`src/hw/rtl/sit_ram.sv`:
```
// Generic single-clock RAM with one write port and one registered read port.
// No dependencies.
`timescale 1ns / 1ps

module sit_ram #(
   parameter int WIDTH = 8,
   parameter int DEPTH = 16
) (
   input  logic                     clock,
   input  logic                     wr_en,
   input  logic [$clog2(DEPTH)-1:0] wr_addr,
   input  logic [WIDTH-1:0]         wr_data,
   input  logic [$clog2(DEPTH)-1:0] rd_addr,
   output logic [WIDTH-1:0]         rd_data
);

   logic [WIDTH-1:0] mem [DEPTH];
   logic [WIDTH-1:0] rd_data_ff;

   always_ff @(posedge clock) begin
      if (wr_en) begin
         mem[wr_addr] <= wr_data;
      end
      rd_data_ff <= mem[rd_addr];
   end

   assign rd_data = rd_data_ff;

endmodule

```
`config.mk`:
```
export PLATFORM = sky130hd
export DESIGN_NAME = sit_ram
export DESIGN_NICKNAME = d
export VERILOG_FILES = /design/src/hw/rtl/sit_ram.sv
export SDC_FILE = /design/constraint.sdc
export NUM_CORES = 1
export LEC_CHECK = 0
export ABC_CLOCK_PERIOD_IN_PS = 5600
export BUFFER_PORTS_ARGS = -buffer_cell sky130_fd_sc_hd__buf_2
export CELL_PAD_IN_SITES_DETAIL_PLACEMENT = 0
export CELL_PAD_IN_SITES_GLOBAL_PLACEMENT = 1
export CORE_AREA = 5 5 102 104
export DETAILED_ROUTE_END_ITERATION = 7
export DIE_AREA = 0 0 107 109
export GPL_ROUTABILITY_DRIVEN = 1
export PLACE_DENSITY_LB_ADDON = 0.1
export SYNTH_ARGS = -nofsm -noshare
export SYNTH_HDL_FRONTEND = slang
export SYNTH_SLANG_ARGS = --single-unit
```
`constraint.sdc`:
```
create_clock -name clock -period 5.6 [get_ports clock]
set_input_delay 1.12 -clock clock [delete_from_list [all_inputs] [get_ports clock]]
set_output_delay 1.12 -clock clock [all_outputs]
set_load 0.02 [all_outputs]
```
After elaboration in Yosys (flattened, before gate mapping)
Memory sizes are Yosys's and may differ from the RTL's. A register that Yosys moved wholly into a read port is not among the register bits.
Index checks and enable logic that the tools add are counted.

word-level totals
  bits in registers = 0
  latch bits = 0
  RAM bits = 128
  ROM bits = 0
  output and inout bits = 8
  logic and storage cells = 3
  memories kept = 1

cells by class
  add/subtract/negate cells = 0
  $mul = 0
  div/mod/pow operators = 0
  order comparisons = 0
  equality and inequality tests = 0
  shift-type cells = 0
  muxes and demuxes = 2
  bitwise operators = 0
  reduce and logical (&&, ||, !) cells = 0

memories
  memory  depth  width  read ports  clocked after memory_dff  write ports  RTL line  source
  mem     16     8      1           1                         1            17        logic [WIDTH-1:0] mem [DEPTH];

operators with widths
  cell     number
  $mux W1  2

Depth between registers and ports, before layout
Gate-level depths: netlist of run 1.

  depth in word-level cells = 2
  mapped depth = 5
  mapped depth without buffers = 3

Worst setup path after synthesis of run 1
Ideal clock, no wire load.

  path kind = input to register
  from = in wr_addr[2]
  to = mem mem[0][0], enable pin
  setup time = 0.383 ns
  data arrival time = 2.230 ns
  required time = 5.217 ns
  slack = 2.987 ns
  stages on the path = 2
  buffers on the path = 0
  cells stage by stage = or3b_2 -> nor3_1

RTL lines
  item         RTL line  source
  from (decl)  11        input logic [$clog2(DEPTH)-1:0] wr_addr,
  to (decl)    17

Straight into the memory's write port.

==> out/results.ini, run 1 <==
[outcome]
outcome = completed

[place]
detailed_place_hpwl_um = 5949
numPortBuffers = 25
gpl.final_weighted_congestion = 0.7116

[critical_path]
timing.critical_path.to_type = flop
worst_path_buf_inv = 1
path_delay_family = buffers and inverters
cpMaxStageDelayCell = sky130_fd_sc_hd__buf_2
cells_traversed_along_the_worst_timing_path = buf_2 -> mux4_1 -> a22oi_1 -> nand2_1
path_class = input pin to flop
worst_setup_path_start_kind = input pin
critical_path_arrival_ns = 2.98
crit_path_max_incr_delay_ns = 0.77
worstPathMaxFanout = 32
critPathRequiredTime_ns = 5.98

[synth]
synth-simple-area-share = 0.03184
yosysSeqAreaShare = 0.7778
post_synth_design_cell_area_um2 = 5147
synth_nets = 247
share_of_synthesized_cell_area_in_full_adder_half_adder_and_majority_cells = 0
synthDistinctLibCells = 19
post_synth_xor_xnor_area = 0
multiplexer_share_of_the_synthesized_area = 0.1502
avgSynthCellArea_um2 = 22.48
postSynthRegisterBits = 136
fraction_of_the_mapped_netlist_area_in_compound_gates = 0.02333
synthCells = 229
synth_warnings = 0
main_combinational_cell_family_by_area_after_synthesis = multiplexers

[cts]
clock_insertion_delay_worst_skew_ns = 0.50
root_buffer = sky130_fd_sc_hd__clkbuf_8
clock_tree.htree_level_count = 4
tritoncts_num_sinks = 136
post_cts.repair.setup_buffers = 0
resize_count_post_cts = 0
max_root_sink_buffers = 2
cts_tree = done
cts-hold-fix-buffers = 0
clock_slew_at_reported_path_ffs_ns = 0.06
cts-buffers-inserted = 17

[drt]
wl_per_cell_um = 24.60
drtPass1Iterations = 4
routed_via_density = 6.020
first_iter_violations = 142
drt_wl_total_um = 9694
postRouteAntennaNets = 0
remaining_drc_errors = 0
num_vias = 2372

[floorplan]
num_io_pins = 26
chipHeight_um = 109
initial_core_util = 0.5442
die_area_um2 = 11660
rows = 36
placeableCoreArea_um2 = 9459
dieWidth_um = 107

[global_routing]
grt_remaining_overflow = 0
maximum_number_of_pins_on_one_net_before_global_route_repair = 33
first_global_vias = 2350
grt_usage = 0.1808
antenna_found_initial = 0
wire_length_of_the_first_global_routing_pass_um = 14520

[cells_and_area]
fill_cells = 667
syn_to_final_growth_pct = 16.24
layout-drive-gt1-share = 0.2750
final_nets = 285
layout_common_cells = 128 x sky130_fd_sc_hd__edfxtp_1, 25 x sky130_fd_sc_hd__buf_2, 18 x sky130_fd_sc_hd__mux4_2
final_core_utilization = 0.6325
final_common_cell = sky130_fd_sc_hd__edfxtp_1
n_antenna_cell = 0

[sta]
rsz_0062_raised_after_global_routing = false
final-hold-violation-count = 0
report.final.slew_viol_count = 0
timing_worst_slew_pin_value_ns = 1.038
max_freq_mhz = 384.6
slew_headroom = 0.3081
min_period_over_period = 0.4643
timing.clock.skew_ns = 0.004547
post-route-min-period_ns = 2.600
report.final.setup_viol = 0
finalSetupTns_ns = 0

[run]
max_cap_violations = 0

[worst_hold_path]
hold_class = flop to flop

[pwr]
power.static_leakage_nw = 2.007
ir_worst_vdd_uv = 215.8
cellPowerDensity_nw_per_um2 = 402.8

final timing paths:
kind | slack [ns] | cells past startpoint | startpoint | end
setup reg to reg | 4.20 | 3 | mem[8][4]$_DFFE_PP_ | rd_data[4]$_DFF_P_
hold / removal | 0.68 | 3 | mem[6][4]$_DFFE_PP_ | rd_data[4]$_DFF_P_
setup / recovery | 3.00 | 4 | rd_addr[0] | rd_data[4]$_DFF_P_
hold reg to reg | 0.68 | 3 | mem[6][4]$_DFFE_PP_ | rd_data[4]$_DFF_P_
cell type report:
class / count / area [um^2] / share of cell area
flip-flops and latches: 136 / 4004 / 0.6692
clock inverters: 13 / 202.7 / 0.03388
well taps: 114 / 142.6 / 0.02384
repair buffers: 29 / 155.1 / 0.02593
clock buffers: 19 / 421.7 / 0.07047
multi-input cells: 83 / 1057 / 0.1767
worst min-delay path, stage by stage (launching register included):
cell and delay, ns:
sky130_fd_sc_hd__edfxtp_1 0.31, sky130_fd_sc_hd__mux4_2 0.22, sky130_fd_sc_hd__a22oi_1 0.06, sky130_fd_sc_hd__nand2_1 0.07
state kept, by name (all words and copies together), names as in the netlist:
| register | flops |
|---|---|
| rd_data | 8 |
| mem | 128 |
metrics by stage:
stage	hold slack, ns	std cells	power (mW)	cell area, um^2	setup WS [ns]
2_1_floorplan	0.6293	229	1.230	5147	2.987
3_3_place_gp	0.6567	361	1.272	5351	2.388
3_5_place_dp	0.6654	361	1.274	5351	2.299
4_1_cts	0.6824	393	2.426	5976	2.856
5_1_grt	0.7157	394	2.485	5983	2.870
6_report	0.6807	394	2.410	5983	3.000
per-layer routing:
metal | wire length [um] | track usage
met1 | 4314 | 0.2759
met2 | 4530 | 0.2572
met3 | 776 | 0.04677
met4 | 73 | 0.06027
met5 | 0 | 0
synthesized netlist by cell type:
master / count / area [um^2]
sky130_fd_sc_hd__and2_1: 1 / 6.260
sky130_fd_sc_hd__nor3_1: 4 / 20.02
sky130_fd_sc_hd__clkdlybuf4s25_2: 3 / 30.03
sky130_fd_sc_hd__nand2_1: 9 / 33.78
sky130_fd_sc_hd__buf_4: 1 / 7.510
sky130_fd_sc_hd__nor2_1: 13 / 48.80
sky130_fd_sc_hd__mux4_2: 18 / 405.4
sky130_fd_sc_hd__nor2b_1: 1 / 6.260
sky130_fd_sc_hd__or3b_2: 1 / 8.760
sky130_fd_sc_hd__edfxtp_1: 128 / 3844
sky130_fd_sc_hd__buf_2: 3 / 15.01
sky130_fd_sc_hd__buf_6: 3 / 33.78
sky130_fd_sc_hd__and2b_1: 1 / 7.510
sky130_fd_sc_hd__mux4_1: 14 / 367.9
sky130_fd_sc_hd__nand2b_1: 2 / 12.51
sky130_fd_sc_hd__a22oi_1: 16 / 120.1
sky130_fd_sc_hd__dfxtp_1: 8 / 160.2
sky130_fd_sc_hd__nand3_1: 1 / 5.000
sky130_fd_sc_hd__nand3b_1: 2 / 15.01
power breakdown:
| group | internal, mW | switching [mW] |
|---|---|---|
| sequential | 1.14 | 0.00707 |
| combinational | 0.0410 | 0.0646 |
| clock | 0.765 | 0.393 |
| total | 1.94 | 0.465 |
cell families after synthesis:
| kind of cell | count (synthesis) |
|---|---|
| buffers and inverters | 10 |
| and+or+nand+nor | 35 |
| DFF | 136 |
| AOI/OAI and AO/OA | 16 |
| muxes | 32 |
Power figures use the tool's default switching activity.
==> run 2: changes to the inputs <==
Settings changed: ABC_AREA from default to 1, ABC_CLOCK_PERIOD_IN_PS 5600 to 2700, CORE_AREA 5 5 102 104 to 5 5 115 117, DIE_AREA 0 0 107 109 to 0 0 120 122.
Clock period 5.6 ns to 2.7 ns, I/O delays scaled along.
==> run 2 against run 1 <==
Net effect:
- sequential cell count is the same
- critical path type unchanged
- cell area grew 8.9%
- largest cell class unchanged
- first-iteration DRC count grew 120%
- register-to-register slack lost 2.6 ns
- sequential share of layout area shrank 5.5 points
- synthesized cell count grew 140%
- clock skew grew 0.0027 ns
- setup slack lost 1.9 ns
- global-route usage grew 2.0 points
==> out/results.ini, run 2 <==
[pwr]
ir_worst_vdd_uv = 392.8
power.static_leakage_nw = 2.816
cellPowerDensity_nw_per_um2 = 742.5

[global_routing]
antenna_found_initial = 0
wire_length_of_the_first_global_routing_pass_um = 21380
grt_usage = 0.2010
maximum_number_of_pins_on_one_net_before_global_route_repair = 65
grt_remaining_overflow = 0
first_global_vias = 3690

[cts]
tritoncts_num_sinks = 136
max_root_sink_buffers = 2
cts-hold-fix-buffers = 0
cts-buffers-inserted = 17
clock_insertion_delay_worst_skew_ns = 0.41
clock_slew_at_reported_path_ffs_ns = 0.05
resize_count_post_cts = 0
clock_tree.htree_level_count = 4
root_buffer = sky130_fd_sc_hd__clkbuf_16
cts_tree = done
post_cts.repair.setup_buffers = 0

[synth]
avgSynthCellArea_um2 = 10.47
most_instantiated_library_cell_after_synthesis = sky130_fd_sc_hd__nand2_1
synth_warnings = 0
post-synth-top-area-cell = sky130_fd_sc_hd__edfxtp_1
synth-edff-count = 128
yosysSeqAreaShare = 0.6943
postSynthRegisterBits = 136
synth.cells.most_frequent = 173 x sky130_fd_sc_hd__nand2_1, 128 x sky130_fd_sc_hd__edfxtp_1, 100 x sky130_fd_sc_hd__inv_1
synth_largest_type_area_fraction = 0.6665
synth_top_cells_by_area = sky130_fd_sc_hd__edfxtp_1 67%, sky130_fd_sc_hd__nand2_1 11%, sky130_fd_sc_hd__nand3_1 8.4%
synthDistinctLibCells = 12
dominantRegCellSynth = sky130_fd_sc_hd__edfxtp_1
synthArstFlopShare = 0
synth_nets = 569
synthCells = 551
post_synth_design_cell_area_um2 = 5767

[drt]
drtPass1Iterations = 5
wl_per_cell_um = 18.37
num_vias = 3672
remaining_drc_errors = 0
postRouteAntennaNets = 0
routed_via_density = 4.969
drt_wl_total_um = 13580
first_iter_violations = 310

[floorplan]
die_area_um2 = 14640
dieWidth_um = 120
placeableCoreArea_um2 = 12260
rows = 41
initial_core_util = 0.4704
chipHeight_um = 122
num_io_pins = 26

[run]
max_cap_violations = 0

[cells_and_area]
area_used_by_sequential_logic_in_the_layout_um2 = 4004
largest-register = mem
largest_register_ff_count = 128
fill_cells = 1145
footprint_of_the_multi_input_gates_um2 = 1214
layout_common_cells = 173 x sky130_fd_sc_hd__nand2_1, 128 x sky130_fd_sc_hd__edfxtp_1, 100 x sky130_fd_sc_hd__inv_1
final_common_cell = sky130_fd_sc_hd__nand2_1
layout-drive-gt1-share = 0.09677
syn_to_final_growth_pct = 12.97
n_antenna_cell = 0
final_nets = 594
final_core_utilization = 0.5314

[critical_path]
reg2reg_setup_slack_ns = 1.60
worstPathMaxFanout = 64
cells_traversed_along_the_worst_timing_path = buf_2 -> buf_4 -> nand2_1 -> nand3_1 -> nand3_1 -> nand3_1 -> nand2_1
crit_path_max_incr_delay_ns = 0.58
path_delay_family = buffers and inverters
worst_setup_path_start_kind = input pin
worst_path_buf_inv = 2
path_class = input pin to flop
cpMaxStageDelayCell = sky130_fd_sc_hd__buf_4
critical_path_arrival_ns = 1.90
critPathRequiredTime_ns = 3.00
timing.critical_path.to_type = flop
timing.critical_path.mode_cell = sky130_fd_sc_hd__nand3_1

[sta]
timing.clock.skew_ns = 0.007260
post-route-min-period_ns = 1.595
finalSetupTns_ns = 0
timing_worst_slew_pin_value_ns = 0.8595
rsz_0062_raised_after_global_routing = false
min_period_over_period = 0.5907
report.final.slew_viol_count = 0
final.setup.worst_slack_ns = 1.105
max_freq_mhz = 627.0
report.final.setup_viol = 0
slew_headroom = 0.4249
final-hold-violation-count = 0

[place]
detailed_place_hpwl_um = 8295
numPortBuffers = 25
placement.setup.worst_slack_ns = 0.6705
gpl.final_weighted_congestion = 0.8223

[outcome]
outcome = completed

[worst_hold_path]
hold_class = input pin to flop

run 2: changes by cell type in the layout (fill, tap and decap cells not counted), moves of 5 or more:
| cell | previous run | this run |
|---|---|---|
| sky130_fd_sc_hd__mux4_1 | 14 | 0 |
| sky130_fd_sc_hd__mux4_2 | 18 | 0 |
| sky130_fd_sc_hd__nand3_1 | 1 | 97 |
| sky130_fd_sc_hd__nand2_1 | 9 | 173 |
| sky130_fd_sc_hd__inv_1 | 0 | 100 |
| sky130_fd_sc_hd__a22oi_1 | 16 | 0 |
| sky130_fd_sc_hd__clkbuf_1 | 2 | 7 |
run 2: power breakdown:
| group | total (mW) | leakage (nW) | internal (mW) | switching [mW] |
|---|---|---|---|---|
| clock network | 2.16 | 0.272 | 1.36 | 0.802 |
| registers | 2.38 | 1.22 | 2.36 | 0.0156 |
| logic | 0.298 | 1.32 | 0.0784 | 0.220 |
| total | 4.84 | 2.82 | 3.80 | 1.04 |
run 2: layout make-up:
type | instances | share of cell area
clock buffer | 28 | 0.07778
clock inverter | 4 | 0.006914
inverter | 102 | 0.05877
multi-input combinational | 289 | 0.1863
sequential | 136 | 0.6146
tap | 150 | 0.02881
timing repair buffer | 30 | 0.02689
run 2: metrics by stage:
| step | power (mW) | cells | hold WS (ns) | area [um^2] |
|---|---|---|---|---|
| 2_1_floorplan | 2.599 | 551 | 0.6074 | 5767 |
| 3_3_place_gp | 2.723 | 707 | 0.6273 | 5963 |
| 3_5_place_dp | 2.723 | 707 | 0.6456 | 5963 |
| 4_1_cts | 4.874 | 739 | 0.4958 | 6515 |
| 5_1_grt | 5.012 | 739 | 0.5214 | 6515 |
| 6_report | 4.838 | 739 | 0.5161 | 6515 |
run 2: final timing paths:
| kind | startpoint | end | depth (start not counted) |
|---|---|---|---|
| worst max register to register | mem[9][4]$_DFFE_PP_ | rd_data[4]$_DFF_P_ | 6 |
| worst min-delay path | rd_addr[3] | rd_data[2]$_DFF_P_ | 3 |
| worst min register to register | mem[12][2]$_DFFE_PP_ | rd_data[2]$_DFF_P_ | 6 |
| worst max-delay path | rd_addr[0] | rd_data[4]$_DFF_P_ | 7 |
run 2: cells by family after synthesis:
group / synth area share
buffers and inverters: 0.09525
DFF: 0.6943
and+or+nand+nor: 0.2105
run 2: per-layer routing:
layer	routed length [um]	track usage	part of all wire	vias to the layer above
li1	-	-	-	1827
met2	6445	0.3172	0.47	78
met4	366	0.09019	0.027	0
met3	540	0.03900	0.040	24
met5	0	0	0	-
met1	6226	0.2719	0.46	1743
run 2: worst reg2reg max path: cells and delay by family, from the launching register on:
family / cells / cell delay, ns
buf+inv: 1 / 0.06
simple gates: 5 / 0.58
flops: 1 / 0.35
==> run 3: changes to the inputs <==
Settings changed: ABC_CLOCK_PERIOD_IN_PS 2700 to 1500.
Clock period 2.7 ns to 1.5 ns, I/O delays scaled along.
==> run 3 against run 2 <==
Net effect:
- first-iteration DRC count down 16%
- register-to-register slack worse by 1.1 ns
- hold slack worse by 0.23 ns
- cell area up 6.0%
- utilization up 3.2 points
- sequential cell count unchanged
- die area unchanged
- sequential share of layout area down 3.5 points
- wire length down 2.8%
- global-route usage down 0.69 points
- combinational power up 92%
- setup slack worse by 0.88 ns
==> out/results.ini, run 3 (synthesis gave the netlist of run 2 again) <==
[outcome]
outcome = completed

[critical_path]
cells_traversed_along_the_worst_timing_path = buf_2
reg2reg_setup_slack_ns = 0.50
critPathRequiredTime_ns = 1.20
worst_path_buf_inv = 1
path_delay_family = flip-flops
crit_path_max_incr_delay_ns = 0.37
critical_path_arrival_ns = 0.98
worst_setup_path_start_kind = flop
timing.critical_path.to_type = output port
path_class = flop to output port
worstPathMaxFanout = 1
cpMaxStageDelayCell = sky130_fd_sc_hd__dfxtp_1

[pwr]
power.static_leakage_nw = 3.040
cellPowerDensity_nw_per_um2 = 1398
ir_worst_vdd_uv = 891.8

[place]
gpl.final_weighted_congestion = 0.7654
numPortBuffers = 25
dp.cells = 733
placement.setup.worst_slack_ns = 0.09905
detailed_place_hpwl_um = 8297

[floorplan]
rows = 41
dieWidth_um = 120
die_area_um2 = 14640
num_io_pins = 26
placeableCoreArea_um2 = 12260
initial_core_util = 0.4704
chipHeight_um = 122

[cts]
clock_tree.htree_level_count = 4
cts-hold-fix-buffers = 0
clock_insertion_delay_worst_skew_ns = 0.42
root_buffer = sky130_fd_sc_hd__clkbuf_16
cts-buffers-inserted = 17
resize_count_post_cts = 0
max_root_sink_buffers = 2
tritoncts_num_sinks = 136
clock_slew_at_reported_path_ffs_ns = 0.06
cts_tree = done
post_cts.repair.setup_buffers = 0

[global_routing]
grt_remaining_overflow = 0
first_global_vias = 3618
antenna_found_initial = 0
wire_length_of_the_first_global_routing_pass_um = 20650
maximum_number_of_pins_on_one_net_before_global_route_repair = 59
grt_usage = 0.1941

[sta]
report.final.setup_viol = 0
timing_worst_slew_pin_value_ns = 0.3840
max_freq_mhz = 782.4
final.setup.worst_slack_ns = 0.2219
report.final.slew_viol_count = 0
slew_headroom = 0.7440
min_period_over_period = 0.8521
rsz_0062_raised_after_global_routing = false
finalSetupTns_ns = 0
timing.clock.skew_ns = 0.006525
post-route-min-period_ns = 1.278
final-hold-violation-count = 0

[drt]
postRouteAntennaNets = 0
drt_wl_total_um = 13200
remaining_drc_errors = 0
num_vias = 3775
routed_via_density = 4.935
first_iter_violations = 261
wl_per_cell_um = 17.26
drtPass1Iterations = 4

[cells_and_area]
non_filler_instances = 765
n_antenna_cell = 0
largest_register_ff_count = 128
final_common_cell = sky130_fd_sc_hd__nand2_1
layout-drive-gt1-share = 0.1447
final_nets = 620
layout_common_cells = 173 x sky130_fd_sc_hd__nand2_1, 128 x sky130_fd_sc_hd__edfxtp_1, 100 x sky130_fd_sc_hd__inv_1
final_core_utilization = 0.5630
largest-register = mem
syn_to_final_growth_pct = 19.70

[run]
max_cap_violations = 0

[worst_hold_path]
hold_class = input pin to flop

## run 3: cell types whose count changed in the layout (fill, tap and decap cells not counted)
cell | before | now
sky130_fd_sc_hd__clkinv_4 | 0 | 2
sky130_fd_sc_hd__clkbuf_1 | 7 | 1
sky130_fd_sc_hd__buf_12 | 1 | 6
sky130_fd_sc_hd__bufinv_16 | 1 | 7
sky130_fd_sc_hd__clkbuf_8 | 4 | 0
sky130_fd_sc_hd__buf_4 | 4 | 25
sky130_fd_sc_hd__clkinv_2 | 3 | 5
## run 3: final cells by class
class | instances | area (um^2)
fill | 1027 | 5358
sequential | 136 | 4004
multi-input combinational | 289 | 1214
timing repair buffer | 56 | 432.9
clock buffer | 18 | 429.2
inverter | 102 | 382.9
clock inverter | 14 | 252.7
tap | 150 | 187.7
## run 3: layer usage
metal / part of all wire / routed length, um / track usage / up-vias
met5: 0 / 0 / 0 / -
met4: 0.011 / 147 / 0.06228 / 0
met3: 0.039 / 509 / 0.04921 / 8
met2: 0.48 / 6312 / 0.3119 / 64
met1: 0.47 / 6231 / 0.2608 / 1828
li1: - / - / - / 1875
## run 3: path summary, 6_finish.rpt
kind | startpoint | to | cells after the start
worst max-delay path | rd_data[2]$_DFF_P_ | rd_data[2] | 1
worst min-delay path | wr_data[1] | mem[5][1]$_DFFE_PP_ | 1
worst max register to register | mem[4][7]$_DFFE_PP_ | rd_data[7]$_DFF_P_ | 6
worst min register to register | mem[10][3]$_DFFE_PP_ | rd_data[3]$_DFF_P_ | 6
## run 3: through the flow
stage               hold WS [ns]  cell area (um^2)  total power, mW
floorplan                 0.3989              5767            4.679
global placement          0.6505              6221            4.926
detailed placement        0.6536              6221            4.935
CTS                       0.2712              6903            9.717
global route              0.2831              6903            9.955
finish                    0.2908              6903            9.650
## run 3: power by group
part | switching [mW] | internal (mW)
clock | 1.53 | 3.27
combinational | 0.389 | 0.183
sequential | 0.0279 | 4.25
